[src/hw/rtl/humidity_temperature_frame_decoder_macros.svh]
`ifndef HUMIDITY_TEMPERATURE_FRAME_DECODER_MACROS_SVH
`define HUMIDITY_TEMPERATURE_FRAME_DECODER_MACROS_SVH

// Same-cycle implication, sampled on clk, off while rst_n is low.
`define HTFD_ASSERT_NOW(label, ante, cons, msg) \
  label: assert property (@(posedge clk) disable iff (!rst_n) (ante) |-> (cons)) \
    else $error(msg);

// Next-cycle implication, sampled on clk, off while rst_n is low.
`define HTFD_ASSERT_NEXT(label, ante, cons, msg) \
  label: assert property (@(posedge clk) disable iff (!rst_n) (ante) |=> (cons)) \
    else $error(msg);

`endif

[src/hw/rtl/htfd_pkg.sv]
package htfd_pkg;

  localparam logic [7:0]  CRC_POLY  = 8'h31;
  localparam logic [7:0]  CRC_INIT  = 8'hFF;
  localparam logic [30:0] T_SPAN    = 31'd17500;
  localparam logic [30:0] H_SPAN    = 31'd12500;
  localparam logic [15:0] T_OFFSET  = 16'd4500;
  localparam logic [15:0] H_OFFSET  = 16'd600;

  typedef enum logic [1:0] {
    STATUS_OK       = 2'd0,
    STATUS_TEMP_CRC = 2'd1,
    STATUS_HUM_CRC  = 2'd2
  } status_t;

  typedef enum logic [2:0] {
    POS_T_MSB = 3'd0,
    POS_T_LSB = 3'd1,
    POS_T_CRC = 3'd2,
    POS_H_MSB = 3'd3,
    POS_H_LSB = 3'd4,
    POS_H_CRC = 3'd5
  } pos_t;

  // Completed frame handed to the conversion pipeline.
  typedef struct packed {
    logic        valid;
    status_t     status;
    logic [15:0] raw_t;
    logic [15:0] raw_h;
  } frame_t;

  // Converted result leaving the conversion pipeline.
  typedef struct packed {
    logic        valid;
    status_t     status;
    logic [15:0] raw_t;
    logic [15:0] raw_h;
    logic [14:0] temp_centi;
    logic [14:0] hum_centi;
  } result_t;

  function automatic logic [7:0] crc8_byte(input logic [7:0] crc, input logic [7:0] b);
    logic [7:0] c;
    c = crc ^ b;
    for (int i = 0; i < 8; i++) begin
      c = c[7] ? ((c << 1) ^ CRC_POLY) : (c << 1);
    end
    return c;
  endfunction

  // floor(x / 65535) estimate, low by at most one.
  function automatic logic [14:0] quot_est(input logic [30:0] x);
    logic [31:0] sum;
    sum = 32'(x) + 32'(x[30:16]);
    return sum[30:16];
  endfunction

  // Bump the estimate when (q + 1) * 65535 still fits under x.
  function automatic logic [14:0] quot_fix(input logic [30:0] x, input logic [14:0] q);
    logic [15:0] qp;
    logic [31:0] prod;
    qp   = 16'(q) + 16'd1;
    prod = {qp, 16'h0000} - 32'(qp);
    return (prod <= 32'(x)) ? 15'(qp) : q;
  endfunction

endpackage

[src/hw/rtl/htfd_in_if.sv]
interface htfd_in_if;
  logic       valid;
  logic       ready;
  logic [7:0] rx_byte;
  logic       frame_start;

  modport source (output valid, output rx_byte, output frame_start, input ready);
  modport sink   (input valid, input rx_byte, input frame_start, output ready);
endinterface

[src/hw/rtl/htfd_out_if.sv]
interface htfd_out_if;
  logic        valid;
  logic        ready;
  logic [1:0]  status;
  logic [15:0] raw_temperature;
  logic [15:0] raw_humidity;
  logic [14:0] temperature_centi;
  logic [14:0] humidity_centi;

  modport source (output valid, output status, output raw_temperature, output raw_humidity,
                  output temperature_centi, output humidity_centi, input ready);
  modport sink   (input valid, input status, input raw_temperature, input raw_humidity,
                  input temperature_centi, input humidity_centi, output ready);
endinterface

[src/hw/rtl/htfd_convert.sv]
module htfd_convert (
  input  logic             clk,
  input  logic             rst_n,
  input  logic             en,
  input  htfd_pkg::frame_t frame,
  output htfd_pkg::result_t result
);
  import htfd_pkg::*;

  // stage 1: scale products
  logic        s1_valid_r;
  status_t     s1_status_r;
  logic [15:0] s1_raw_t_r, s1_raw_h_r;
  logic [30:0] s1_xt_r, s1_xh_r;

  // stage 2: quotient estimates
  logic        s2_valid_r;
  status_t     s2_status_r;
  logic [15:0] s2_raw_t_r, s2_raw_h_r;
  logic [30:0] s2_xt_r, s2_xh_r;
  logic [14:0] s2_qt_r, s2_qh_r;

  logic [14:0] qt, qh;
  logic [15:0] t_full, h_full;

  always_ff @(posedge clk) begin
    if (!rst_n) begin
      s1_valid_r <= 1'b0;
      s2_valid_r <= 1'b0;
    end else if (en) begin
      s1_valid_r <= frame.valid;
      s2_valid_r <= s1_valid_r;
    end
  end

  always_ff @(posedge clk) begin
    if (en) begin
      s1_status_r <= frame.status;
      s1_raw_t_r  <= frame.raw_t;
      s1_raw_h_r  <= frame.raw_h;
      s1_xt_r     <= 31'(frame.raw_t) * T_SPAN;
      s1_xh_r     <= 31'(frame.raw_h) * H_SPAN;
      s2_status_r <= s1_status_r;
      s2_raw_t_r  <= s1_raw_t_r;
      s2_raw_h_r  <= s1_raw_h_r;
      s2_xt_r     <= s1_xt_r;
      s2_xh_r     <= s1_xh_r;
      s2_qt_r     <= quot_est(s1_xt_r);
      s2_qh_r     <= quot_est(s1_xh_r);
    end
  end

  always_comb begin
    qt     = quot_fix(s2_xt_r, s2_qt_r);
    qh     = quot_fix(s2_xh_r, s2_qh_r);
    t_full = 16'(qt) - T_OFFSET;
    h_full = 16'(qh) - H_OFFSET;
    result.valid      = s2_valid_r;
    result.status     = s2_status_r;
    result.raw_t      = s2_raw_t_r;
    result.raw_h      = s2_raw_h_r;
    result.temp_centi = t_full[14:0];
    result.hum_centi  = h_full[14:0];
  end

endmodule

[src/hw/rtl/humidity_temperature_frame_decoder.sv]
// A completed frame passes frame_r, stage 1, stage 2 and out_r on its way to out_ch.
// Throughput: one byte per cycle; frame assembly, two conversion stages and the output
//   register all advance together, stalling only while a held result is not taken.
// Reset (rst_n low, synchronous): byte position 0, CRC 0xFF, words and CRC flag cleared,
//   pipeline and output emptied.
module humidity_temperature_frame_decoder (
  input logic        clk,
  input logic        rst_n,
  htfd_in_if.sink    in_ch,
  htfd_out_if.source out_ch
);
  import htfd_pkg::*;

  `include "humidity_temperature_frame_decoder_macros.svh"

  pos_t        pos_r, pos_nxt, pos_cur;
  logic [7:0]  crc_r, crc_nxt, crc_cur;
  logic [15:0] temp_word_r, temp_word_nxt;
  logic [15:0] hum_word_r, hum_word_nxt;
  logic        temp_good_r, temp_good_nxt;
  frame_t      frame_r, frame_nxt;
  result_t     conv;
  result_t     out_r;
  logic        en, acc, restart, hum_good;

  assign en           = !out_r.valid || out_ch.ready;
  assign acc          = in_ch.valid && en;
  assign in_ch.ready  = en;

  always_comb begin
    restart       = in_ch.frame_start || (pos_r > POS_H_CRC);
    pos_cur       = restart ? POS_T_MSB : pos_r;
    crc_cur       = restart ? CRC_INIT : crc_r;
    pos_nxt       = pos_r;
    crc_nxt       = crc_r;
    temp_word_nxt = temp_word_r;
    hum_word_nxt  = hum_word_r;
    temp_good_nxt = temp_good_r;
    hum_good      = (crc_cur == in_ch.rx_byte);
    frame_nxt.valid  = 1'b0;
    frame_nxt.raw_t  = temp_word_r;
    frame_nxt.raw_h  = hum_word_r;
    frame_nxt.status = !temp_good_r ? STATUS_TEMP_CRC :
                       (!hum_good ? STATUS_HUM_CRC : STATUS_OK);
    if (acc) begin
      unique case (pos_cur)
        POS_T_MSB: begin
          temp_word_nxt = {in_ch.rx_byte, 8'h00};
          crc_nxt       = crc8_byte(CRC_INIT, in_ch.rx_byte);
          pos_nxt       = POS_T_LSB;
        end
        POS_T_LSB: begin
          temp_word_nxt = {temp_word_r[15:8], in_ch.rx_byte};
          crc_nxt       = crc8_byte(crc_cur, in_ch.rx_byte);
          pos_nxt       = POS_T_CRC;
        end
        POS_T_CRC: begin
          temp_good_nxt = (crc_cur == in_ch.rx_byte);
          crc_nxt       = CRC_INIT;
          pos_nxt       = POS_H_MSB;
        end
        POS_H_MSB: begin
          hum_word_nxt = {in_ch.rx_byte, 8'h00};
          crc_nxt      = crc8_byte(CRC_INIT, in_ch.rx_byte);
          pos_nxt      = POS_H_LSB;
        end
        POS_H_LSB: begin
          hum_word_nxt = {hum_word_r[15:8], in_ch.rx_byte};
          crc_nxt      = crc8_byte(crc_cur, in_ch.rx_byte);
          pos_nxt      = POS_H_CRC;
        end
        default: begin
          crc_nxt         = CRC_INIT;
          pos_nxt         = POS_T_MSB;
          frame_nxt.valid = 1'b1;
        end
      endcase
    end
  end

  always_ff @(posedge clk) begin
    if (!rst_n) begin
      pos_r       <= POS_T_MSB;
      crc_r       <= CRC_INIT;
      temp_word_r <= '0;
      hum_word_r  <= '0;
      temp_good_r <= 1'b0;
      frame_r     <= '0;
      out_r       <= '0;
    end else begin
      pos_r       <= pos_nxt;
      crc_r       <= crc_nxt;
      temp_word_r <= temp_word_nxt;
      hum_word_r  <= hum_word_nxt;
      temp_good_r <= temp_good_nxt;
      if (en) begin
        frame_r <= frame_nxt;
        out_r   <= conv;
      end
    end
  end

  htfd_convert u_convert (
    .clk    (clk),
    .rst_n  (rst_n),
    .en     (en),
    .frame  (frame_r),
    .result (conv)
  );

  assign out_ch.valid             = out_r.valid;
  assign out_ch.status            = out_r.status;
  assign out_ch.raw_temperature   = out_r.raw_t;
  assign out_ch.raw_humidity      = out_r.raw_h;
  assign out_ch.temperature_centi = out_r.temp_centi;
  assign out_ch.humidity_centi    = out_r.hum_centi;

  `HTFD_ASSERT_NEXT(a_frame_on_sixth, acc && pos_cur == POS_H_CRC, frame_r.valid, "frame lost")
  `HTFD_ASSERT_NEXT(a_crc_reload, acc && pos_cur == POS_T_CRC, crc_r == CRC_INIT, "crc kept")
  `HTFD_ASSERT_NEXT(a_stall_pos, !en, pos_r == $past(pos_r), "position moved in stall")
  `HTFD_ASSERT_NEXT(a_stall_crc, !en, crc_r == $past(crc_r), "crc moved in stall")
  `HTFD_ASSERT_NOW(a_status_code, out_r.valid, out_r.status <= STATUS_HUM_CRC, "bad status")

endmodule

[src/flat_wrapper.sv]
// flat-port wrapper written by rule: the top's interface ports become plain ports
module humidity_temperature_frame_decoder_flat import htfd_pkg::*;
  (clk, rst_n, in_ch_valid, in_ch_rx_byte, in_ch_frame_start, in_ch_ready, out_ch_valid, out_ch_status, out_ch_raw_temperature, out_ch_raw_humidity, out_ch_temperature_centi, out_ch_humidity_centi, out_ch_ready);
  htfd_in_if in_ch_i ();
  htfd_out_if out_ch_i ();
  input logic clk;
  input logic rst_n;
  input wire logic [$bits(in_ch_i.valid)-1:0] in_ch_valid;
  input wire logic [$bits(in_ch_i.rx_byte)-1:0] in_ch_rx_byte;
  input wire logic [$bits(in_ch_i.frame_start)-1:0] in_ch_frame_start;
  output wire logic [$bits(in_ch_i.ready)-1:0] in_ch_ready;
  output wire logic [$bits(out_ch_i.valid)-1:0] out_ch_valid;
  output wire logic [$bits(out_ch_i.status)-1:0] out_ch_status;
  output wire logic [$bits(out_ch_i.raw_temperature)-1:0] out_ch_raw_temperature;
  output wire logic [$bits(out_ch_i.raw_humidity)-1:0] out_ch_raw_humidity;
  output wire logic [$bits(out_ch_i.temperature_centi)-1:0] out_ch_temperature_centi;
  output wire logic [$bits(out_ch_i.humidity_centi)-1:0] out_ch_humidity_centi;
  input wire logic [$bits(out_ch_i.ready)-1:0] out_ch_ready;
  assign in_ch_i.valid = in_ch_valid;
  assign in_ch_i.rx_byte = in_ch_rx_byte;
  assign in_ch_i.frame_start = in_ch_frame_start;
  assign in_ch_ready = in_ch_i.ready;
  assign out_ch_valid = out_ch_i.valid;
  assign out_ch_status = out_ch_i.status;
  assign out_ch_raw_temperature = out_ch_i.raw_temperature;
  assign out_ch_raw_humidity = out_ch_i.raw_humidity;
  assign out_ch_temperature_centi = out_ch_i.temperature_centi;
  assign out_ch_humidity_centi = out_ch_i.humidity_centi;
  assign out_ch_i.ready = out_ch_ready;
  humidity_temperature_frame_decoder u_core (.clk(clk), .rst_n(rst_n), .in_ch(in_ch_i), .out_ch(out_ch_i));
endmodule
[config.mk]
export PLATFORM = sky130hd
export DESIGN_NAME = humidity_temperature_frame_decoder_flat
export DESIGN_NICKNAME = d
export VERILOG_FILES = /design/src/hw/rtl/htfd_pkg.sv /design/src/hw/rtl/htfd_in_if.sv /design/src/hw/rtl/htfd_out_if.sv /design/src/hw/rtl/htfd_convert.sv /design/src/hw/rtl/humidity_temperature_frame_decoder.sv /design/src/flat_wrapper.sv
export VERILOG_INCLUDE_DIRS = /design/src /design/src/hw/rtl
export SDC_FILE = /design/constraint.sdc
export NUM_CORES = 1
export LEC_CHECK = 0
export ABC_AREA = 1
export BUFFER_PORTS_ARGS = -buffer_cell sky130_fd_sc_hd__clkbuf_2
export CAP_MARGIN = 0
export CORE_MARGIN = 2
export CORE_UTILIZATION = 45
export CTS_BUF_LIST = sky130_fd_sc_hd__clkbuf_16
export DETAILED_ROUTE_END_ITERATION = 10
export HOLD_SLACK_MARGIN = 0.1
export PLACE_DENSITY = 0.59
export SLEW_MARGIN = 20
export SYNTH_ARGS = -nofsm -noshare
export SYNTH_HDL_FRONTEND = slang
export SYNTH_HIERARCHICAL = 1
export SYNTH_SLANG_ARGS = --single-unit
[constraint.sdc]
create_clock -name clk -period 22.6 [get_ports clk]
set_input_delay 4.52 -clock clk [delete_from_list [all_inputs] [get_ports clk]]
set_output_delay 4.52 -clock clk [all_outputs]
set_load 0.03 [all_outputs]
==> flow_summary.toml <==
[power]
ir_drop_uv = 45.5
p_per_area_nw_per_um2 = 70.2
leakagePower_uw = 0.0136

[hold_path]
hold_class = "flip-flop to flip-flop"
hold_depth = 0
min_to = "u_core/u_convert/s2_raw_h_r[4]"
min_from = "u_core/u_convert/s1_raw_h_r[4]"

[clock_network]
cts_tree = "yes"
path_clk_slew_ns = 0.06
clock-sinks = 352
cts_buffers = 40
htreeDepth = 2
cts_buffer_depth = 3
cts_hold_buf = 0
post_cts_resized = 0
post-cts-setup-buffers = 0
clock-root-buffer = "clkbuf_16"
clkLatencyLatePin_ns = 0.57

[critical_path]
r2r_setup_slack_ns = 16.12
cp.arrival_ns = 5.96
cp-start-kind = "primary input"
reg2reg_depth = 43
worstPathMaxFanout = 136
crit_path_end_kind = "primary output"
r2r-start = "u_core/u_convert/s2_qt_r[1]"
r2r-end = "u_core/out_ch.temperature_centi[14]"
timing_worst_setup_path_type = "primary input to primary output"
crit_required_ns = 18.08

[layout]
fillers = 5009
multi_input_area_um2 = 12600
num-nets-final = 3163
num_antenna_cells = 0
regArea_um2 = 9110
areaGrowthSynthToFinish_pct = 9.74
drive_above_1_share = 0.0737

[run_status]
status = "finished, final reports clean"

[logic_synthesis]
yosys_warnings = 6
syn_area_um2 = 23700
async_flop_share = 0
yosys.area.top_type_share = 0.261
ys_types = 59
syn_inst = 2709
synth_nets = 3095
yosysSeqAreaShare = 0.384
yosys-top-cells-area = "edfxtp_1, ha_1, dfxtp_1, fa_1, inv_1"
synth-edff-count = 206
synthMostInstantiatedCell = "inv_1"
synth_top_cell_by_area = "edfxtp_1"
synth_top_flop_cell = "edfxtp_1"
synth.ff_latch_count = 352
synth_common_cells = "inv_1, nand2_1, nor2_1"
syn_avg_cell_area_um2 = 8.75

[grt]
grt.total_usage = 0.199
grt_pass1_vias = 17300
grt_pass1_wl_um = 86900
grt_start_max_net_pins = 137
grt_antenna_before_repair = 0
grt-ovfl-total = 0

[place]
dp_hpwl_um = 40600
place_congestion = 0.884
portBuffers = 78

[floorplanning]
ios = 79
fp.dieW_um = 234
core-area_um2 = 52300
dieHeight_um = 234
start_util = 0.453
die-area_um2 = 54500
rows = 84

[drt]
avgRoutedWirePerCell_um = 15.2
vias = 17500
drt_wl_total_um = 53100
drt-initial-drc-count = 989
final_antenna_net_count = 0
drc = 0
vias_per_cell = 5.01
first_pass_iters = 5

[run]
maxCapViolCount = 0

[sta]
min_period_over_period = 0.464
max_slew_margin = 0.303
worst_hold_slack_ns = 0.397
max_freq_ghz = 0.0954
tns_ns = 0
fin_crit_ns = 10.48
setup_viol = 0
drv_slew = 0
tightestPinTransition_ns = 1.05
fin_skew_ns = 0.0222
rsz0062_at_grt = "no"
hold_viol_final = 0
registers in the layout (all words and copies together) (netlist names), 2 cells and up:
register and flops:
u_core/u_convert/s2_xh_r 26, u_core/u_convert/s2_xt_r 28, u_core/u_convert/s2_raw_t_r 16, u_core/out_ch.raw_humidity 16
u_core/u_convert/s1_status_r 2, u_core/u_convert/s1_raw_t_r 16, u_core/out_ch.raw_temperature 16, u_core/u_convert/s2_raw_h_r 16
u_core/u_convert/s1_xt_r 28, u_core/pos_r 3, u_core/crc_r 8, u_core/out_ch.temperature_centi 15
u_core/u_convert/s2_status_r 2, u_core/out_ch.status 2, u_core/u_convert/s1_raw_h_r 16, u_core/u_convert/s2_qt_r 15
u_core/frame_r 35, u_core/out_ch.humidity_centi 15, u_core/hum_word_r 16, u_core/temp_word_r 16
u_core/u_convert/s1_xh_r 26, u_core/u_convert/s2_qh_r 15
report_power, final:
group          switching, µW  internal (µW)  leakage [µW]
registers               33.6            729       0.00369
logic                    289            145       0.00929
clock network            265            366      0.000652
worst max-delay path by stage:
stage / depth (start not counted) / slack (ns) / end / startpoint
6_report: 5 / 12.12 / in_ch_ready / out_ch_ready
2_1_floorplan: 3 / 7.37 / in_ch_ready / out_ch_ready
3_3_place_gp: 5 / 12.12 / in_ch_ready / out_ch_ready
3_5_place_dp: 5 / 12.11 / in_ch_ready / out_ch_ready
5_1_grt: 5 / 12.02 / in_ch_ready / out_ch_ready
4_1_cts: 5 / 12.11 / in_ch_ready / out_ch_ready
layout by cell type (no fill, tap or decap), drive strengths merged:
| cell | instances |
|---|---|
| inv | 475 |
| nand2 | 429 |
| nor2 | 361 |
| ha | 284 |
| edfxtp | 206 |
| o21ai | 168 |
| dfxtp | 146 |
| a21oi | 136 |
| nand3 | 120 |
| clkbuf | 118 |
| xor2 | 97 |
| fa | 89 |
| nand4 | 36 |
| xnor2 | 31 |
| nor3 | 28 |
| clkinv | 16 |
| nand3b | 8 |
| a31oi | 7 |
| or2 | 7 |
| buf | 6 |
| o21bai | 6 |
| nor4 | 5 |
| a21boi | 4 |
| bufinv | 3 |
| clkinvlp | 3 |
| o211ai | 3 |
| a21o | 3 |
| a211oi | 2 |
| o221ai | 2 |
| and3 | 2 |
| o31ai | 2 |
| o22ai | 1 |
| o21a | 1 |
| and2 | 1 |
| o22a | 1 |
| nor3b | 1 |
| a2bb2oi | 1 |
stage by stage:
stage          instance area (µm²)  utilization  instances  total power (µW)  setup slack (ns)
4_1_cts                      26000        0.497       3497              1850             12.11
3_5_place_dp                 24700        0.473       3423              1210             12.11
6_report                     26000        0.497       3497              1830             12.12
5_1_grt                      26000        0.497       3497              1940             12.02
3_3_place_gp                 24700        0.473       3423              1200             12.12
2_1_floorplan                23700            -       2709              1100              7.37
worst max-delay path, stage by stage:
cell	delay, ns
clkbuf_2	0.10
nor2_4	0.04
buf_4	0.21
inv_8	0.54
clkbuf_2	0.39
final cells by class:
| cell class | instances | area share |
|---|---|---|
| clock buffers | 41 | 0.0394 |
| clock inverters | 33 | 0.00952 |
| inverters | 464 | 0.0673 |
| multi-input cells | 1836 | 0.484 |
| flip-flops and latches | 352 | 0.350 |
| well taps | 688 | 0.0331 |
| repair buffers | 83 | 0.0165 |
kinds of logic (layout without fill, tap and decap cells):
kind of cell / after synthesis / in the layout / synth area share
DFF: 352 / 352 / 0.384
and+or+nand+nor: 998 / 998 / 0.180
adders and majority gates: 373 / 373 / 0.225
xor gates and xnor gates: 128 / 128 / 0.0493
buffers and inverters: 521 / 621 / 0.0850
AOI/OAI and AO/OA: 337 / 337 / 0.0761
layer usage:
layer	vias to the layer above	global-route usage	wire, µm
met5	-	0	0
met4	0	0.0609	1370
met3	88	0.0325	2140
met2	343	0.332	24400
met1	8166	0.264	25200
li1	8935	-	-
Power figures use the tool's default switching activity.
